File: config.mk
export PLATFORM = sky130hd
export DESIGN_NAME = tuf_ram
export DESIGN_NICKNAME = d
export VERILOG_FILES = /design/src/rtl/timestamped_union_find_top_defines.svh /design/src/rtl/tuf_ram.sv
export SDC_FILE = /design/constraint.sdc
export NUM_CORES = 2
export LEC_CHECK = 0
export BUFFER_PORTS_ARGS = -buffer_cell sky130_fd_sc_hd__buf_2
export CORE_MARGIN = 1
export CORE_UTILIZATION = 30
export CTS_BUF_LIST = sky130_fd_sc_hd__clkbuf_4 sky130_fd_sc_hd__clkbuf_8 sky130_fd_sc_hd__clkbuf_16
export CTS_CLUSTER_SIZE = 16
export DETAILED_ROUTE_END_ITERATION = 6
export PLACE_DENSITY_LB_ADDON = 0.15
export SETUP_SLACK_MARGIN = 0.05
export SLEW_MARGIN = 10
export SYNTH_ARGS = -nofsm -noshare
export SYNTH_HDL_FRONTEND = slang
export SYNTH_SLANG_ARGS = --single-unit
File: constraint.sdc
create_clock -name clock -period 5.6 [get_ports clock]
set_input_delay 0.28 -clock clock [delete_from_list [all_inputs] [get_ports clock]]
set_output_delay 0.28 -clock clock [all_outputs]
set_load 0.01 [all_outputs]
File: src/rtl/timestamped_union_find_top_defines.svh
// assertion macros for the timestamped union-find block
`ifndef TIMESTAMPED_UNION_FIND_TOP_DEFINES_SVH
`define TIMESTAMPED_UNION_FIND_TOP_DEFINES_SVH
`ifndef SYNTH
`define TUF_ASSERT(label, clk, rst, prop, msg) \
   label: assert property (@(posedge clk) disable iff (rst) prop) else $error(msg);
`define TUF_ASSERT_NEVER(label, clk, rst, cond, msg) \
   label: assert property (@(posedge clk) disable iff (rst) !(cond)) else $error(msg);
`else
`define TUF_ASSERT(label, clk, rst, prop, msg)
`define TUF_ASSERT_NEVER(label, clk, rst, cond, msg)
`endif
`endif

File: src/rtl/tuf_ram.sv
// generic single-port synchronous ram with registered read
`default_nettype none
module tuf_ram #(
   parameter int WIDTH = 8,
   parameter int DEPTH = 256
) (
   input  logic                     clock,
   input  logic                     en,
   input  logic                     we,
   input  logic [$clog2(DEPTH)-1:0] addr,
   input  logic [WIDTH-1:0]         wdata,
   output logic [WIDTH-1:0]         rdata
);
   logic [WIDTH-1:0] mem_ff [DEPTH];
   logic [WIDTH-1:0] rdata_ff;

   always_ff @(posedge clock) begin
      if (en) begin
         if (we) begin
            mem_ff[addr] <= wdata;
         end else begin
            rdata_ff <= mem_ff[addr];
         end
      end
   end

   assign rdata = rdata_ff;
endmodule
`default_nettype wire

# Word level (Yosys, flattened, before mapping)
# Memories as Yosys holds them, arrays and structs flattened. A register that Yosys moved wholly into a read port is not among the register bits.
# Index checks and enable logic that the tools add are counted.
# W data, S select, Z words.
[totals] reg_bits=0 latchBits=0 ram_bits=2048 rom_bits=0 in_bits=19 output_inout_bits=8 elab_cells=6 n_memories=1
[mem_list] name="mem_ff" depth=256 word_bits=8 rd=1 rd_clocked_by_memory_dff=1 wr=1 line_no="tuf_ram.sv:14" rtl="logic [WIDTH-1:0] mem_ff [DEPTH];"
[classes] add_sub_neg=0 multipliers=0 div=0 magnitude_cmp=0 n_eq_ne=0 shifts=0 muxes=3 bitwise_logic=1 n_reduce_logical=1
[op_table] op="$mux W1" n=3
[op_table] op="$reduce_and A2 Y1" n=1
[op_table] op="$not A1 Y1" n=1

# Longest topological paths before layout
[logic_depth] depth_word=3 mapped_depth=9

# Worst setup path after synthesis
# No wires, ideal clock.
[synth_timing] path_type="input to register" start="input port addr[0]" end="memory mem_ff[117][0], enable pin" setup_time_ns=0.370 t_arrival_ns=2.205 t_required_ns=5.230 setup_slack_ns=3.025 path_stages=8 path_buffers=5 cell_sequence="buf_2 > buf_6 > buf_2 > buf_2 > nor3b_1 > nand2_1 > clkbuf_1 > nor2_1"
[synth_lines] item="start: declaration" line_no="tuf_ram.sv:10" rtl="input logic [$clog2(DEPTH)-1:0] addr,"
[synth_lines] item="end: declaration" line_no="tuf_ram.sv:14"
# Straight into the memory's write port.

# Final worst setup path
[layout_timing] start="input port we" end="memory mem_ff[194][0], enable pin"
[layout_between] elab_chain_cells=3
[layout_rtl] item="start: declaration" line_no="tuf_ram.sv:9" rtl="input logic we,"
[layout_rtl] item="$mux W1" line_no="tuf_ram.sv:19" rtl="if (we) begin"
[layout_rtl] item="$mux W1" line_no="tuf_ram.sv:18" rtl="if (en) begin"
[layout_rtl] item="$mux W1 (not written as such)" line_no="tuf_ram.sv:20" rtl="mem_ff[addr] <= wdata;"
# No other way between the ends.

==> flow_metrics.py <==
metrics = {
    "cells_and_area": {
        "stdcell_count": 7235,
        "area_growth_pct": 14.7,
        "fin_area_mm2": 0.0899,
        "nFillCells": 24066,
        "final-seq-area_mm2": 0.0617,
        "nets": 3674,
        "multi_input_comb_area_mm2": 0.0158,
        "drive_gt1_share_pct": 26.3,
    },
    "logic_synthesis": {
        "synth-seq-cells": 2056,
        "synth-seq-area-share_pct": 78.8,
        "synth.distinct_cells": 21,
        "syn_avg_cell_area_um2": 22.2,
        "synth_warnings": 0,
        "synthCells": 3526,
        "syn_nets": 3545,
        "synth_area_mm2": 0.0784,
    },
    "floorplanning": {
        "start_util_pct": 30.2,
        "core_area_mm2": 0.260,
        "std_cell_rows": 187,
        "ios": 27,
        "dieArea_mm2": 0.263,
        "die_w_um": 513,
        "die_h_um": 513,
    },
    "drt": {
        "dr.pass1.iters": 5,
        "drt_wl_total_mm": 217,
        "drtIter0Drc": 3359,
        "antenna_left": 0,
        "vias": 36475,
        "wl_per_cell_um": 30.1,
        "vias_per_cell": 5.04,
        "drc": 0,
    },
    "sta": {
        "timing.hold.ws_ps": 21.1,
        "finalHoldViolCount": 0,
        "rsz0062_at_grt": "no",
        "slew_headroom_pct": 18.6,
        "finalClockSkew_ps": 44.5,
        "timing.final.crit_share_pct": 60.8,
        "drv_slew": 0,
        "setup_tns_ps": 0,
        "clock.fmax_mhz": 294,
        "setup_violations": 0,
        "worst_pin_slew_ps": 1200,
        "min_period_ps": 3400,
    },
    "global_route": {
        "grt_pass1_vias": 37902,
        "grt_max_degree": 163,
        "antenna_found_initial": 9,
        "grt_remaining_overflow": 0,
        "track_usage_pct": 16.4,
        "grt_pass1_wl_mm": 306,
    },
    "clock_tree": {
        "clk_latency_ps": 870,
        "cts_htree_levels": 4,
        "clk_path_buf_depth": 3,
        "ctsResizeCount": 0,
        "cts_tree": "yes",
        "cts_buffers": 215,
        "cts_root_buf": "clkbuf_16",
        "clk_pin_slew_ps": 60,
        "cts_sinks": 2056,
    },
    "critical_path": {
        "start_kind": "primary input",
        "critPathArrivalTime_ps": 3870,
        "worst-r2r-setup-slack_ps": 2650,
        "reg2reg_depth": 6,
        "cp_max_fo": 13,
        "r2r-start": "mem_ff[43][7]$_DFFE_PP_",
        "endpoint_kind": "flip-flop",
        "required_ps": 6070,
        "r2r-end": "rdata[7]$_DFFE_PP_",
        "critical_path_class": "in -> reg",
    },
    "place": {
        "place_congestion": 0.746,
        "dp_hpwl_mm": 124,
        "placed_cell_area_mm2": 0.0830,
        "place_inst": 6832,
        "port_buffers": 26,
    },
    "hold_path": {
        "hp-class": "in -> reg",
        "whs_path_depth": 1,
        "hold_end": "mem_ff[93][3]$_DFFE_PP_",
        "hold_start": "wdata[3]",
    },
    "power": {
        "p_leak_nw": 26.8,
        "power_density_mw_per_mm2": 359,
        "vdd_drop_max_mv": 0.287,
        "total_power_mw": 32.3,
    },
    "run": {
        "cap_viol_max_count": 0,
    },
    "outcome": {
        "status": "complete, no violations",
    },
}
## through the flow
step,util [%],setup slack [ps]
after floorplan,-,3020
after global placement,31.9,624
after detailed placement,32.0,1080
after CTS,34.6,2070
after global routing,34.6,2050
final,34.6,2200
## worst max-delay path by stage
stage                                to  slack (ps)  startpoint
3_5_place_dp         rdata[7]$_DFFE_PP_        1080     addr[0]
5_1_grt              rdata[7]$_DFFE_PP_        2050     addr[0]
6_report       mem_ff[194][0]$_DFFE_PP_        2200          we
2_1_floorplan  mem_ff[117][0]$_DFFE_PP_        3020     addr[0]
3_3_place_gp         rdata[2]$_DFFE_PP_         620     addr[0]
4_1_cts              rdata[7]$_DFFE_PP_        2070     addr[0]
## synth_stat cells
master	number	share of area, %
buf_2	41	0.26
mux4_2	512	15
and4_1	1	0.011
buf_6	9	0.13
a21oi_1	128	0.82
a22oi_1	256	2.5
o41ai_1	32	0.36
nand2b_1	2	0.016
edfxtp_1	2056	79
nor2b_1	7	0.056
buf_1	21	0.10
nand2_1	30	0.14
nand3_1	4	0.026
or2_2	1	0.0080
buf_4	11	0.11
nor2_1	259	1.2
clkbuf_1	143	0.68
nor3_1	1	0.0064
and2_1	2	0.016
nand4_1	8	0.064
nor3b_1	2	0.019
## logic make-up after synthesis
group,share of synthesized area [%]
compound gates,3.63
simple gates,1.61
flops,78.8
buf+inv,1.28
mux,14.7
## metal layers
| metal | vias to the layer above | track usage [%] | share of wire, % |
|---|---|---|---|
| li1 | 15301 | - | - |
| met2 | 944 | 26.8 | 49 |
| met1 | 20000 | 23.1 | 45 |
| met3 | 230 | 2.49 | 4.6 |
| met4 | 0 | 3.44 | 1.7 |
| met5 | - | 0 | 0 |
## area by class of cell
| cell class | instances | area share [%] |
|---|---|---|
| Clock buffer | 269 | 6.47 |
| Multi-Input combinational cell | 1245 | 17.5 |
| Tap cell | 3402 | 4.73 |
| Antenna cell | 1 | 0.00278 |
| Timing Repair Buffer | 137 | 1.51 |
| Clock inverter | 125 | 1.10 |
| Sequential cell | 2056 | 68.7 |
## critical path, cell delays in order
cell	delay (ps)
dlygate4sd3_1	520
buf_2	190
nand2_1	160
nor3b_1	620
nand2_2	840
buf_4	450
nor2_1	780
## power by group
group          total, mW  switching (mW)  internal (mW)  leakage (nW)
Clock               13.9            6.04           7.86          3.40
Combinational       1.43           0.950          0.478          4.91
Sequential          17.0          0.0114           17.0          18.5
Total               32.3            7.00           25.3          26.8
## state kept, by name (all words and copies together), names as in the netlist
signal  flops
mem_ff   2048
rdata       8
## cell usage in the layout, fill, tap and decap left out, types with 11 or more instances in the layout
cell | netlist | final
edfxtp_1 | 2056 | 2056
mux4_2 | 512 | 512
a22oi_1 | 256 | 256
nor2_1 | 259 | 255
clkbuf_16 | 0 | 217
a21oi_1 | 128 | 128
buf_4 | 11 | 81
clkinv_1 | 0 | 60
clkbuf_4 | 0 | 52
clkinv_2 | 0 | 34
o41ai_1 | 32 | 27
buf_12 | 0 | 21
nand2_2 | 0 | 17
buf_2 | 41 | 16
nand2_1 | 30 | 13
bufinv_16 | 0 | 11
buf_8 | 0 | 11
## what timing repair did
action                    CTS  global route
hold endpoints to repair  295             0
setup buffers               0             0
hold buffers                8             0
No activity file was read; power rests on OpenSTA's default activity.
