### config.mk
export PLATFORM = sky130hd
export DESIGN_NAME = tuf_engine
export DESIGN_NICKNAME = d
export VERILOG_FILES = /design/src/rtl/timestamped_union_find_top_defines.svh /design/src/rtl/tuf_pkg.sv /design/src/rtl/tuf_engine.sv
export SDC_FILE = /design/constraint.sdc
export NUM_CORES = 1
export LEC_CHECK = 0
export ABC_AREA = 1
export BUFFER_PORTS_ARGS = -buffer_cell sky130_fd_sc_hd__buf_2
export CAP_MARGIN = 10
export CELL_PAD_IN_SITES_DETAIL_PLACEMENT = 0
export CELL_PAD_IN_SITES_GLOBAL_PLACEMENT = 1
export CORE_ASPECT_RATIO = 0.8
export CORE_MARGIN = 3
export CORE_UTILIZATION = 39
export DETAILED_ROUTE_END_ITERATION = 8
export GPL_TIMING_DRIVEN = 0
export PLACE_DENSITY_LB_ADDON = 0.1
export SYNTH_ARGS = -nofsm -noshare
export SYNTH_HDL_FRONTEND = slang
export SYNTH_SLANG_ARGS = --single-unit
### constraint.sdc
create_clock -name clock -period 3.06 [get_ports clock]
set_input_delay 0.459 -clock clock [delete_from_list [all_inputs] [get_ports clock]]
set_output_delay 0.459 -clock clock [all_outputs]
set_load 0.05 [all_outputs]
### src/rtl/timestamped_union_find_top_defines.svh
// assertion macros for the timestamped union-find block
`ifndef TIMESTAMPED_UNION_FIND_TOP_DEFINES_SVH
`define TIMESTAMPED_UNION_FIND_TOP_DEFINES_SVH
`ifndef SYNTH
`define TUF_ASSERT(label, clk, rst, prop, msg) \
   label: assert property (@(posedge clk) disable iff (rst) prop) else $error(msg);
`define TUF_ASSERT_NEVER(label, clk, rst, cond, msg) \
   label: assert property (@(posedge clk) disable iff (rst) !(cond)) else $error(msg);
`else
`define TUF_ASSERT(label, clk, rst, prop, msg)
`define TUF_ASSERT_NEVER(label, clk, rst, cond, msg)
`endif
`endif

### src/rtl/tuf_pkg.sv
// shared constants, types and helpers of the timestamped union-find block
`default_nettype none
package tuf_pkg;
   localparam int NUM_VERTICES = 1024;
   localparam int NUM_FORESTS  = 64;
   localparam int STORE_DEPTH  = NUM_VERTICES * NUM_FORESTS;
   localparam int ADDR_W       = $clog2(STORE_DEPTH);
   localparam int VERTEX_W     = 10;
   localparam int FOREST_W     = 6;
   localparam int TIME_W       = 6;
   localparam int SIZE_W       = 11;
   localparam int STEP_W       = $clog2(NUM_VERTICES + 1);

   localparam logic MODE_UNION = 1'b0;
   localparam logic MODE_QUERY = 1'b1;

   typedef logic [VERTEX_W-1:0] vertex_type;
   typedef logic [FOREST_W-1:0] forest_type;
   typedef logic [TIME_W-1:0]   stamp_type;
   typedef logic [SIZE_W-1:0]   size_type;
   typedef logic [STEP_W-1:0]   step_type;
   typedef logic [ADDR_W-1:0]   addr_type;

   typedef struct packed {
      vertex_type parent;
      stamp_type  stamp;
      size_type   size;
   } entry_type;

   typedef struct packed {
      logic      en;
      logic      we;
      addr_type  addr;
      entry_type wdata;
   } mem_req_type;

   typedef struct packed {
      logic       valid;
      vertex_type representative;
      logic       merged;
   } result_type;

   typedef struct packed {
      logic clearing;
      logic item_ready;
   } status_type;

   typedef enum logic [3:0] {
      ST_CLEAR,
      ST_IDLE,
      ST_FIND_A,
      ST_FIND_B,
      ST_SIZE_A,
      ST_SIZE_B,
      ST_LINK_SMALL,
      ST_QUERY,
      ST_DONE
   } state_type;

   function automatic addr_type slot(input forest_type f, input vertex_type v);
      return addr_type'(32'(f) * NUM_VERTICES + 32'(v));
   endfunction
endpackage
`default_nettype wire

### src/rtl/tuf_engine.sv
// sequencer: clearing pass, root finding, linking and windowed climb over the store
`default_nettype none
module tuf_engine (
   input  logic                clock,
   input  logic                reset,
   input  logic                req_valid,
   input  logic                req_mode,
   input  tuf_pkg::forest_type req_forest,
   input  tuf_pkg::vertex_type req_vertex_a,
   input  tuf_pkg::vertex_type req_vertex_b,
   input  tuf_pkg::stamp_type  req_time_stamp,
   input  logic                rsp_free,
   input  tuf_pkg::entry_type  mem_rdata,
   output tuf_pkg::mem_req_type mem_req,
   output tuf_pkg::result_type result,
   output tuf_pkg::status_type status
);
   import tuf_pkg::*;

   state_type  state_ff, state_in;
   forest_type forest_ff, forest_in;
   vertex_type vb_ff, vb_in;
   stamp_type  stamp_ff, stamp_in;
   vertex_type cur_ff, cur_in;
   step_type   steps_ff, steps_in;
   vertex_type ra_ff, ra_in;
   entry_type  word_a_ff, word_a_in;
   vertex_type big_ff, big_in;
   vertex_type small_ff, small_in;
   size_type   small_size_ff, small_size_in;
   vertex_type rep_ff, rep_in;
   logic       merged_ff, merged_in;
   vertex_type clr_v_ff, clr_v_in;
   forest_type clr_f_ff, clr_f_in;

   vertex_type p;
   logic       is_root;
   logic       stamp_ok;
   logic       go_on;
   logic       walk_done;
   step_type   step_next;
   vertex_type walk_end;
   logic       in_range;
   logic       a_small;
   entry_type  big_word;
   size_type   small_size;

   always_ff @(posedge clock) begin
      if (reset) begin
         state_ff <= ST_CLEAR;
         clr_v_ff <= '0;
         clr_f_ff <= '0;
      end else begin
         state_ff <= state_in;
         clr_v_ff <= clr_v_in;
         clr_f_ff <= clr_f_in;
      end
   end

   always_ff @(posedge clock) begin
      forest_ff     <= forest_in;
      vb_ff         <= vb_in;
      stamp_ff      <= stamp_in;
      cur_ff        <= cur_in;
      steps_ff      <= steps_in;
      ra_ff         <= ra_in;
      word_a_ff     <= word_a_in;
      big_ff        <= big_in;
      small_ff      <= small_in;
      small_size_ff <= small_size_in;
      rep_ff        <= rep_in;
      merged_ff     <= merged_in;
   end

   // one climb step: stop at a root, at a query link stamped past the window, or at the step cap
   always_comb begin
      p         = mem_rdata.parent;
      is_root   = (p == cur_ff) || (32'(p) >= NUM_VERTICES);
      stamp_ok  = (state_ff != ST_QUERY) || (mem_rdata.stamp <= stamp_ff);
      go_on     = !is_root && stamp_ok;
      step_next = steps_ff + step_type'(1);
      walk_done = !go_on || (go_on && (32'(step_next) == NUM_VERTICES));
      walk_end  = go_on ? p : cur_ff;
      in_range  = (32'(req_forest) < NUM_FORESTS) && (32'(req_vertex_a) < NUM_VERTICES)
                  && ((req_mode == MODE_QUERY) || (32'(req_vertex_b) < NUM_VERTICES));
      a_small   = word_a_ff.size < mem_rdata.size;
      big_word  = a_small ? mem_rdata : word_a_ff;
      small_size = a_small ? word_a_ff.size : mem_rdata.size;
   end

   always_comb begin
      state_in      = state_ff;
      forest_in     = forest_ff;
      vb_in         = vb_ff;
      stamp_in      = stamp_ff;
      cur_in        = cur_ff;
      steps_in      = steps_ff;
      ra_in         = ra_ff;
      word_a_in     = word_a_ff;
      big_in        = big_ff;
      small_in      = small_ff;
      small_size_in = small_size_ff;
      rep_in        = rep_ff;
      merged_in     = merged_ff;
      clr_v_in      = clr_v_ff;
      clr_f_in      = clr_f_ff;
      mem_req       = '0;
      result        = '0;
      status        = '0;
      result.representative = rep_ff;
      result.merged         = merged_ff;

      case (state_ff)
         ST_CLEAR: begin
            status.clearing    = 1'b1;
            mem_req.en         = 1'b1;
            mem_req.we         = 1'b1;
            mem_req.addr       = slot(clr_f_ff, clr_v_ff);
            mem_req.wdata      = '{parent: clr_v_ff, stamp: stamp_type'(clr_f_ff),
                                   size: size_type'(1)};
            if (32'(clr_v_ff) == NUM_VERTICES - 1) begin
               clr_v_in = '0;
               clr_f_in = clr_f_ff + forest_type'(1);
               if (32'(clr_f_ff) == NUM_FORESTS - 1) begin
                  state_in = ST_IDLE;
               end
            end else begin
               clr_v_in = clr_v_ff + vertex_type'(1);
            end
         end
         ST_IDLE: begin
            status.item_ready = 1'b1;
            if (req_valid) begin
               forest_in = req_forest;
               vb_in     = req_vertex_b;
               stamp_in  = req_time_stamp;
               cur_in    = req_vertex_a;
               steps_in  = '0;
               rep_in    = req_vertex_a;
               merged_in = 1'b0;
               if (in_range) begin
                  mem_req.en   = 1'b1;
                  mem_req.addr = slot(req_forest, req_vertex_a);
                  state_in     = (req_mode == MODE_QUERY) ? ST_QUERY : ST_FIND_A;
               end else begin
                  state_in = ST_DONE;
               end
            end
         end
         ST_FIND_A: begin
            mem_req.en = 1'b1;
            if (walk_done) begin
               ra_in        = walk_end;
               cur_in       = vb_ff;
               steps_in     = '0;
               mem_req.addr = slot(forest_ff, vb_ff);
               state_in     = ST_FIND_B;
            end else begin
               cur_in       = p;
               steps_in     = step_next;
               mem_req.addr = slot(forest_ff, p);
            end
         end
         ST_FIND_B: begin
            if (walk_done) begin
               cur_in = walk_end;
               if (walk_end == ra_ff) begin
                  rep_in    = ra_ff;
                  merged_in = 1'b0;
                  state_in  = ST_DONE;
               end else begin
                  mem_req.en   = 1'b1;
                  mem_req.addr = slot(forest_ff, ra_ff);
                  state_in     = ST_SIZE_A;
               end
            end else begin
               cur_in       = p;
               steps_in     = step_next;
               mem_req.en   = 1'b1;
               mem_req.addr = slot(forest_ff, p);
            end
         end
         ST_SIZE_A: begin
            // root of a arrives now, root of b (held in cur) read next
            word_a_in    = mem_rdata;
            mem_req.en   = 1'b1;
            mem_req.addr = slot(forest_ff, cur_ff);
            state_in     = ST_SIZE_B;
         end
         ST_SIZE_B: begin
            // equal sizes put b's root under a's root
            big_in        = a_small ? cur_ff : ra_ff;
            small_in      = a_small ? ra_ff : cur_ff;
            small_size_in = small_size;
            mem_req.en    = 1'b1;
            mem_req.we    = 1'b1;
            mem_req.addr  = slot(forest_ff, a_small ? cur_ff : ra_ff);
            mem_req.wdata = '{parent: big_word.parent, stamp: big_word.stamp,
                              size: size_type'(big_word.size + small_size)};
            state_in      = ST_LINK_SMALL;
         end
         ST_LINK_SMALL: begin
            mem_req.en    = 1'b1;
            mem_req.we    = 1'b1;
            mem_req.addr  = slot(forest_ff, small_ff);
            mem_req.wdata = '{parent: big_ff, stamp: stamp_ff, size: small_size_ff};
            rep_in        = big_ff;
            merged_in     = 1'b1;
            state_in      = ST_DONE;
         end
         ST_QUERY: begin
            if (walk_done) begin
               rep_in    = walk_end;
               merged_in = 1'b0;
               state_in  = ST_DONE;
            end else begin
               cur_in       = p;
               steps_in     = step_next;
               mem_req.en   = 1'b1;
               mem_req.addr = slot(forest_ff, p);
            end
         end
         ST_DONE: begin
            result.valid = 1'b1;
            if (rsp_free) begin
               state_in = ST_IDLE;
            end
         end
         default: begin
            state_in = ST_IDLE;
         end
      endcase
   end
endmodule
`default_nettype wire

* Yosys cells after proc, flatten, opt, wreduce, memory -nomap -nowiden
Index checks and enable logic that the tools add are counted.
Widths: inputs -> output; s select.
** Word-level totals
- Register bits :: 142
- Input bits :: 64
** Cells by class
- Mux-type cells :: 50
- Magnitude comparators :: 2
- Reduce and logical (&&, ||, !) cells :: 20
- $add $sub $neg :: 12
- Equal/unequal tests :: 24
** Operator list (number)
- $add 16x10->16 :: 8
- $pmux 16 s8 :: 1
- $mux 10 :: 11
- $pmux 27 s3 :: 1
- $mux 16 :: 5
- $pmux 10 s4 :: 2
- $mux 11 :: 4
- $pmux 4 s9 :: 1
- $pmux 11 s3 :: 1
- $mux 4 :: 8
- $mux 27 :: 1
- $eq 10x10->1 :: 2
- $ne 2x2->1 const B :: 10
- $eq 4x3->1 const B :: 4
- $mux 1 :: 12
- $add 11x1->11 const B :: 1
- $add 11x11->11 :: 1
- $eq 11x11->1 const B :: 1
- $lt 11x11->1 :: 1
- $add 10x1->10 const B :: 1
- $eq 10x10->1 const B :: 1
- $eq 4x2->1 const B :: 2
- $pmux 1 s4 :: 2
- $reduce_bool 4->1 :: 2
- other kinds (19) :: 25

* Longest topological paths before layout
Gate-level depths: netlist of run 1.
- Depth after elaboration :: 8
- Gate-level depth with buffers :: 20
- Mapped depth without buffers :: 19

* Worst setup path before layout of run 1
Ideal clock, no wire load.
- Path kind :: flip-flop to output port
- Start :: register state_ff[0]
- End :: output mem_req[44] (netlist name)
- Stages on the path, launching flop included :: 10
- Path buffers :: 1
- Slack :: -0.661 ns
- Arrival :: 3.262 ns
- Path through :: dfxtp_1 -> inv_1 -> nor2_1 -> inv_1 -> nor2_1 -> inv_1 -> nor2_1 -> buf_2 -> nor2_1 -> a21oi_1
** RTL lines
- start, declared :: line tuf_engine.sv:20 : state_type state_ff, state_in;
- start signal, assigned :: line tuf_engine.sv:54 : state_ff <= state_in;
- end, declared :: line tuf_engine.sv:14 : output tuf_pkg::mem_req_type mem_req,

==> results of run 1 <==
==> worst register-to-register path: cells and delay by family, from the launching register on <==
family                 cells  cell delay (ns)
buffers and inverters      4             0.63
AND/OR/NAND/NOR           16             1.74
flip-flops                 1             0.41
==> cell usage after synthesis (all sizes together) (2+ instances only) <==
master / number
o31ai: 2
o21bai: 4
or2: 2
o2111ai: 12
xnor2: 4
a31oi: 3
nand4: 15
nor4: 6
a221oi: 11
nand2: 286
nor2: 98
a32o: 2
xor2: 7
clkbuf: 18
inv: 141
a211oi: 3
dfxtp: 20
o21ai: 101
edfxtp: 122
nand3: 67
o221ai: 5
o22ai: 10
nor3b: 2
a21oi: 46
nor3: 12
ha: 30
buf: 18
o211ai: 8
==> cell usage in the layout, fill, tap and decap left out, drive strengths merged, types with 10 or more instances in the layout <==
cell type,netlist,final
a21oi,46,46
a221oi,11,11
buf,18,212
clkbuf,18,41
dfxtp,20,20
edfxtp,122,122
ha,30,30
inv,141,138
nand2,286,286
nand3,67,67
nand4,15,15
nor2,98,98
nor3,12,12
o2111ai,12,12
o21ai,101,101
o22ai,10,10
==> kinds of logic (layout without fill, tap and decap cells) <==
kind of cell / count (synthesis) / count (layout)
adder cells (fa/ha/maj): 31 / 31
buffers and inverters: 178 / 409
XOR/XNOR: 11 / 11
AND/OR/NAND/NOR: 489 / 489
AO/OA/AOI/OAI: 209 / 209
other: 0 / 1
flip-flops: 142 / 142
==> worst max-delay path by stage <==
stage	start	to	depth (start not counted)	slack, ns
2_1_floorplan	mem_rdata[14]	mem_req[28]	17	-0.04
3_3_place_gp	state_ff[3]	mem_req[32]	11	-1.22
3_5_place_dp	mem_rdata[8]	mem_req[18]	14	-1.04
4_1_cts	stamp_ff[3]	mem_req[35]	19	-0.54
5_1_grt	steps_ff[0]	mem_req[35]	14	-0.66
6_report	stamp_ff[5]	mem_req[35]	18	-0.51
==> metrics by stage <==
stage                     worst slack [ns]  power (mW)
final                               -0.510        4.74
after global placement               -1.22        2.47
after detailed placement             -1.04        2.47
after floorplan                    -0.0413        2.33
after CTS                           -0.537        4.70
after global routing                -0.656        4.88
==> power by group <==
part	total (mW)	internal, mW	switching [mW]
Sequential	2.10	2.10	0.00274
Combinational	0.483	0.196	0.287
Clock	2.16	1.28	0.875
==> flip-flops by register name, indices dropped and copies added (netlist names) <==
name,cells
word_a_ff,27
small_size_ff,11
steps_ff,11
big_ff,10
clr_v_ff,10
cur_ff,10
ra_ff,10
rep_ff,10
small_ff,10
vb_ff,10
clr_f_ff,6
forest_ff,6
stamp_ff,6
state_ff,4
merged_ff,1
==> layout make-up <==
class | instances | area (µm²) | area share
multi-input combinational | 740 | 4870 | 0.392
clock buffer | 18 | 429 | 0.0346
tap | 269 | 337 | 0.0271
antenna | 1 | 2.50 | 0.000202
timing repair buffer | 202 | 1660 | 0.134
clock inverter | 13 | 166 | 0.0134
buffer | 34 | 317 | 0.0255
inverter | 142 | 559 | 0.0451
sequential | 142 | 4070 | 0.328
==> what timing repair did <==
action	in CTS	in global routing
pin swaps	51	74
setup buffers	53	25
resized for setup	217	190
gates cloned	3	3
endpoints found under the setup margin	99	78
==> layer usage <==
layer,global-route usage,share of wire,vias to the layer above
li1,-,-,4061
met5,0,0.00039,-
met3,0.0704,0.11,58
met4,0.0773,0.021,2
met1,0.401,0.43,4100
met2,0.397,0.43,491
==> summary.txt, run 1 <==
Pwr
  • Peak supply drop: 0.000349 V
  • Leak: 5.31 nW
  • Power per cell area: 382 nW/µm²

Placement
  • Detailed Place HPWL: 22,100 µm
  • Placed insts: 1,452
  • I/O Buffers: 121
  • Placer Congestion: 0.943
  • Placed Area: 9670 µm²

Worst setup path
  • Crit. End Element: output pin
  • RR Startpoint: cur_ff[8]
  • R2R cell count: 20
  • Setup CP Type: reg -> out
  • Critical Path, Cell by Cell: inv_2 -> ha_4 -> nand2_2 -> o21bai_4 -> nand3_2 -> nand2_4 -> nand2_8 -> buf_12 -> nand2_2 -> nand3_2 -> nand2_2 -> inv_2 -> nand2_2 -> nor2_4 -> nand3_4 -> nand2_4 -> o211ai_1 -> buf_4
  • Max stage delay on crit path: 0.39 ns
  • CP arrival: 3.11 ns
  • Critical path peak fanout: 7
  • CP required: 2.60 ns
  • Flop2flop setup slack: -0.04 ns
  • CP startpoint kind: flop
  • Worst R2R End: merged_ff
  • Worst path slowest cell: edfxtp_1
  • Bufs and invs on worst path: 4
  • Crit path max-delay family: simple AND/OR/NAND/NOR gates
  • Crit-path most repeated cell: nand2_2

Worst hold path
  • Hold Crit Endpoint: stamp_ff[5]
  • Hold depth: 1
  • Hold path startpoint: req_time_stamp[5]
  • Worst hold path class: in -> reg

Global routing
  • Global-route wire length before repair: 48,900 µm
  • Initial antenna violation count: 2
  • Tot GR Track Use: 0.272
  • Vias in the first global route: 8,257
  • Pin count of the biggest net entering global routing: 41
  • Congestion Overflow GR: 0

Clock network
  • CTS Buf Count: 17
  • CTS root buffer: clkbuf_16
  • CTS tree: yes
  • Worst skew pair latency: 0.43 ns
  • CTS Buffer Depth: 2
  • CTS sink count: 142
  • Post-CTS Hold Buffers: 0
  • Clk pin slew, worst setup/hold paths: 0.06 ns
  • CTS H-tree lvls: 4

Logic synthesis
  • Simple-Gate Fraction of Synth Area: 0.243
  • Synthesized Nets: 1,155
  • Post-synth EDFFs: 122
  • Synth top area share: 0.428
  • Compound-Gate Fraction of Synth Area: 0.144
  • Post-synthesis mux area share: 0
  • Mapped Cells: 1,060
  • Post-synthesis adder-cell area fraction: 0.0461
  • Sequential-to-total area share from yosys stat: 0.474
  • Yosys reg bits: 142
  • Ys flop type: edfxtp_1
  • Synth area leader: edfxtp_1
  • Ys async rst share: 0
  • Post-Synth XOR/XNOR Area: 0.0112
  • Mapped Avg Cell Area: 8.08 µm²
  • Main combinational cell family by area after synthesis: simple AND/OR/NAND/NOR gates
  • Largest cells by area after synthesis: edfxtp_1 (43%), nand2_1 (12%), o21ai_0 (5.8%)
  • Netlist area before placement: 8570 µm²
  • Yosys warnings: 0
  • Synth cell types: 46

Route
  • Drt total wl: 33,700 µm
  • DRT iter0 DRCs: 922
  • DRT antenna net count: 0
  • Vias: 8,712
  • TritonRoute pass-1 iters: 6
  • Via density: 5.58
  • Wire per inst: 21.6 µm
  • # DRC: 0

Die
  • I/O Pins: 123
  • Initial core utilization: 0.406
  • Row count: 47
  • Core ar.: 21,100 µm²
  • DIE WIDTH: 172 µm
  • Die ar.: 23,800 µm²
  • Die height: 139 µm

Timing
  • Final setup margin: -0.510 ns
  • RSZ-0062 raised after global routing: yes
  • Worst-margin pin slew: 1.21 ns
  • Worst hold slack: 0.204 ns
  • Total negative slack: -10.32 ns
  • F_max: 0.280 GHz
  • Count of final setup violators: 43
  • Hold Violations, Final: 0
  • Worst clock skew: 0.00744 ns
  • Period minus WS final: 3.57 ns
  • Final Cycle Share: 1.17
  • Rel. slew slack: 0.192
  • Count of final max-slew check failures: 0

Final layout
  • Layout net count: 1,374
  • Layout cells sized above 1: 0.368
  • Syn-to-layout area delta: 44.8%
  • Design area: 12,400 µm²
  • Finished Layout Cells: 1,561
  • Fillcell total: 1,864
  • Util after Layout: 0.588

Status
  • Failing checks: negative setup slack
  • Status: complete, but fails checks

Run
  • # Max-Cap Violations: 0
Note: power is estimated with default switching activity, not from simulation.
==> run 2: changes to the inputs <==
--- a/config.mk
+++ b/config.mk
@@ -12,7 +12,7 @@
 export CELL_PAD_IN_SITES_GLOBAL_PLACEMENT = 1
 export CORE_ASPECT_RATIO = 0.8
 export CORE_MARGIN = 3
-export CORE_UTILIZATION = 39
+export CORE_UTILIZATION = 46
 export DETAILED_ROUTE_END_ITERATION = 8
 export GPL_TIMING_DRIVEN = 0
 export PLACE_DENSITY_LB_ADDON = 0.1
==> constraint.sdc (replaced) <==
create_clock -name clock -period 4.5 [get_ports clock]
set_input_delay 0.675 -clock clock [delete_from_list [all_inputs] [get_ports clock]]
set_output_delay 0.675 -clock clock [all_outputs]
set_load 0.05 [all_outputs]
==> summary.txt, run 2 (synthesis gave the netlist of run 1 again) <==
Global routing
  • Tot GR Track Use: 0.286
  • Congestion Overflow GR: 0
  • Pin count of the biggest net entering global routing: 32
  • Vias in the first global route: 7,624
  • Global-route wire length before repair: 43,500 µm
  • Initial antenna violation count: 0

Timing
  • Hold Violations, Final: 0
  • Worst clock skew: 0.0123 ns
  • Worst-margin pin slew: 1.33 ns
  • Count of final setup violators: 0
  • Rel. slew slack: 0.111
  • Total negative slack: 0 ns
  • Period minus WS final: 4.33 ns
  • Count of final max-slew check failures: 0
  • RSZ-0062 raised after global routing: no
  • Final setup margin: 0.171 ns
  • F_max: 0.231 GHz
  • Final Cycle Share: 0.962

Final layout
  • Syn-to-layout area delta: 18.9%
  • Top register by number of flip-flops: word_a_ff
  • Max reg flops: 27
  • Layout net count: 1,299
  • Fillcell total: 1,665
  • Util after Layout: 0.572
  • Antenna diodes: 0
  • Top Registers: word_a_ff: 27 flops, small_size_ff: 11 flops, steps_ff: 11 flops
  • Most frequent cells in the layout: nand2_1 (276), inv_1 (131), buf_2 (129)
  • Commonest non-fill, non-tap cell in the layout: nand2_1
  • Layout cells sized above 1: 0.166

Worst setup path
  • Crit. End Element: output pin
  • CP startpoint kind: flop
  • CP required: 3.83 ns
  • Critical path peak fanout: 10
  • Setup CP Type: reg -> out
  • Max stage delay on crit path: 0.65 ns
  • Critical Path, Cell by Cell: ha_1 -> clkbuf_1 -> a21oi_1 -> o21ai_0 -> nand2_1 -> nand3_1 -> inv_1 -> clkbuf_1 -> clkbuf_2 -> a21oi_1 -> o21ai_0 -> nand3_1 -> buf_2
  • CP arrival: 3.65 ns
  • Bufs and invs on worst path: 5
  • Crit path max-delay family: buffers and inverters
  • Worst path slowest cell: clkbuf_1

Clock network
  • CTS H-tree lvls: 4
  • CTS root buffer: clkbuf_16
  • Worst skew pair latency: 0.43 ns
  • CTS sink count: 142
  • Post-CTS setup buffer count: 0
  • CTS Buf Count: 17
  • CTS tree: yes
  • CTS Buffer Depth: 2
  • Clk pin slew, worst setup/hold paths: 0.07 ns

Route
  • Wire per inst: 19.7 µm
  • DRT antenna net count: 0
  • Drt total wl: 28,900 µm
  • TritonRoute pass-1 iters: 5
  • Vias: 8,158
  • # DRC: 0
  • Via density: 5.57
  • DRT iter0 DRCs: 832

Die
  • I/O Pins: 123
  • Core ar.: 17,800 µm²
  • Die height: 128 µm
  • Initial core utilization: 0.481
  • Row count: 43
  • Die ar.: 20,300 µm²
  • DIE WIDTH: 159 µm

Placement
  • I/O Buffers: 121
  • Detailed Place HPWL: 20,400 µm
  • Placer Congestion: 0.931
  • Pre-CTS setup slack: 0.0660 ns

Pwr
  • Power per cell area: 312 nW/µm²
  • Leak: 4.55 nW
  • Peak supply drop: 0.000209 V
  • Power Total: 3.18 mW

Worst hold path
  • Worst hold path class: in -> reg

Run
  • # Max-Cap Violations: 0

Status
  • Status: finished clean
[run 2: final cells by class]
type	count	area (µm²)	area share
tap	247	309	0.0303
inverter	142	533	0.0523
sequential	142	4060	0.399
timing repair buffer	125	672	0.0660
clock inverter	13	188	0.0184
multi-input combinational	740	3810	0.374
clock buffer	19	433	0.0425
buffer	36	174	0.0171
[run 2: path summary, 6_finish.rpt]
| check | start | to | slack [ns] | cells after the start |
|---|---|---|---|---|
| max | word_a_ff[6] | mem_req[21] | 0.17 | 13 |
| min | req_vertex_b[9] | vb_ff[9] | 0.41 | 1 |
| max reg2reg | stamp_ff[3] | rep_ff[7] | 1.01 | 19 |
| min reg2reg | clr_v_ff[1] | clr_v_ff[1] | 0.49 | 2 |
[run 2: through the flow]
stage               hold WS, ns  instances  area (µm²)
floorplan                 0.456       1060        8570
global placement          0.478       1428        9480
detailed placement        0.484       1432        9560
CTS                       0.406       1464       10200
global route              0.408       1464       10200
finish                    0.415       1464       10200
[run 2: what timing repair did]
action	CTS	global route
resized for setup	2	1
hold buffers	0	0
endpoints found under the setup margin	3	2
[run 2: metal layers]
metal / vias to the layer above / track usage / share of wire
li1: 3904 / - / -
met1: 3759 / 0.407 / 0.44
met2: 438 / 0.433 / 0.44
met3: 57 / 0.0641 / 0.097
met4: 0 / 0.0951 / 0.025
met5: - / 0 / 0
[run 2: report_power, final]
part           switching (mW)  internal, mW
clock network           0.600         0.931
logic                   0.151        0.0704
registers             0.00174          1.43
total                   0.752          2.43
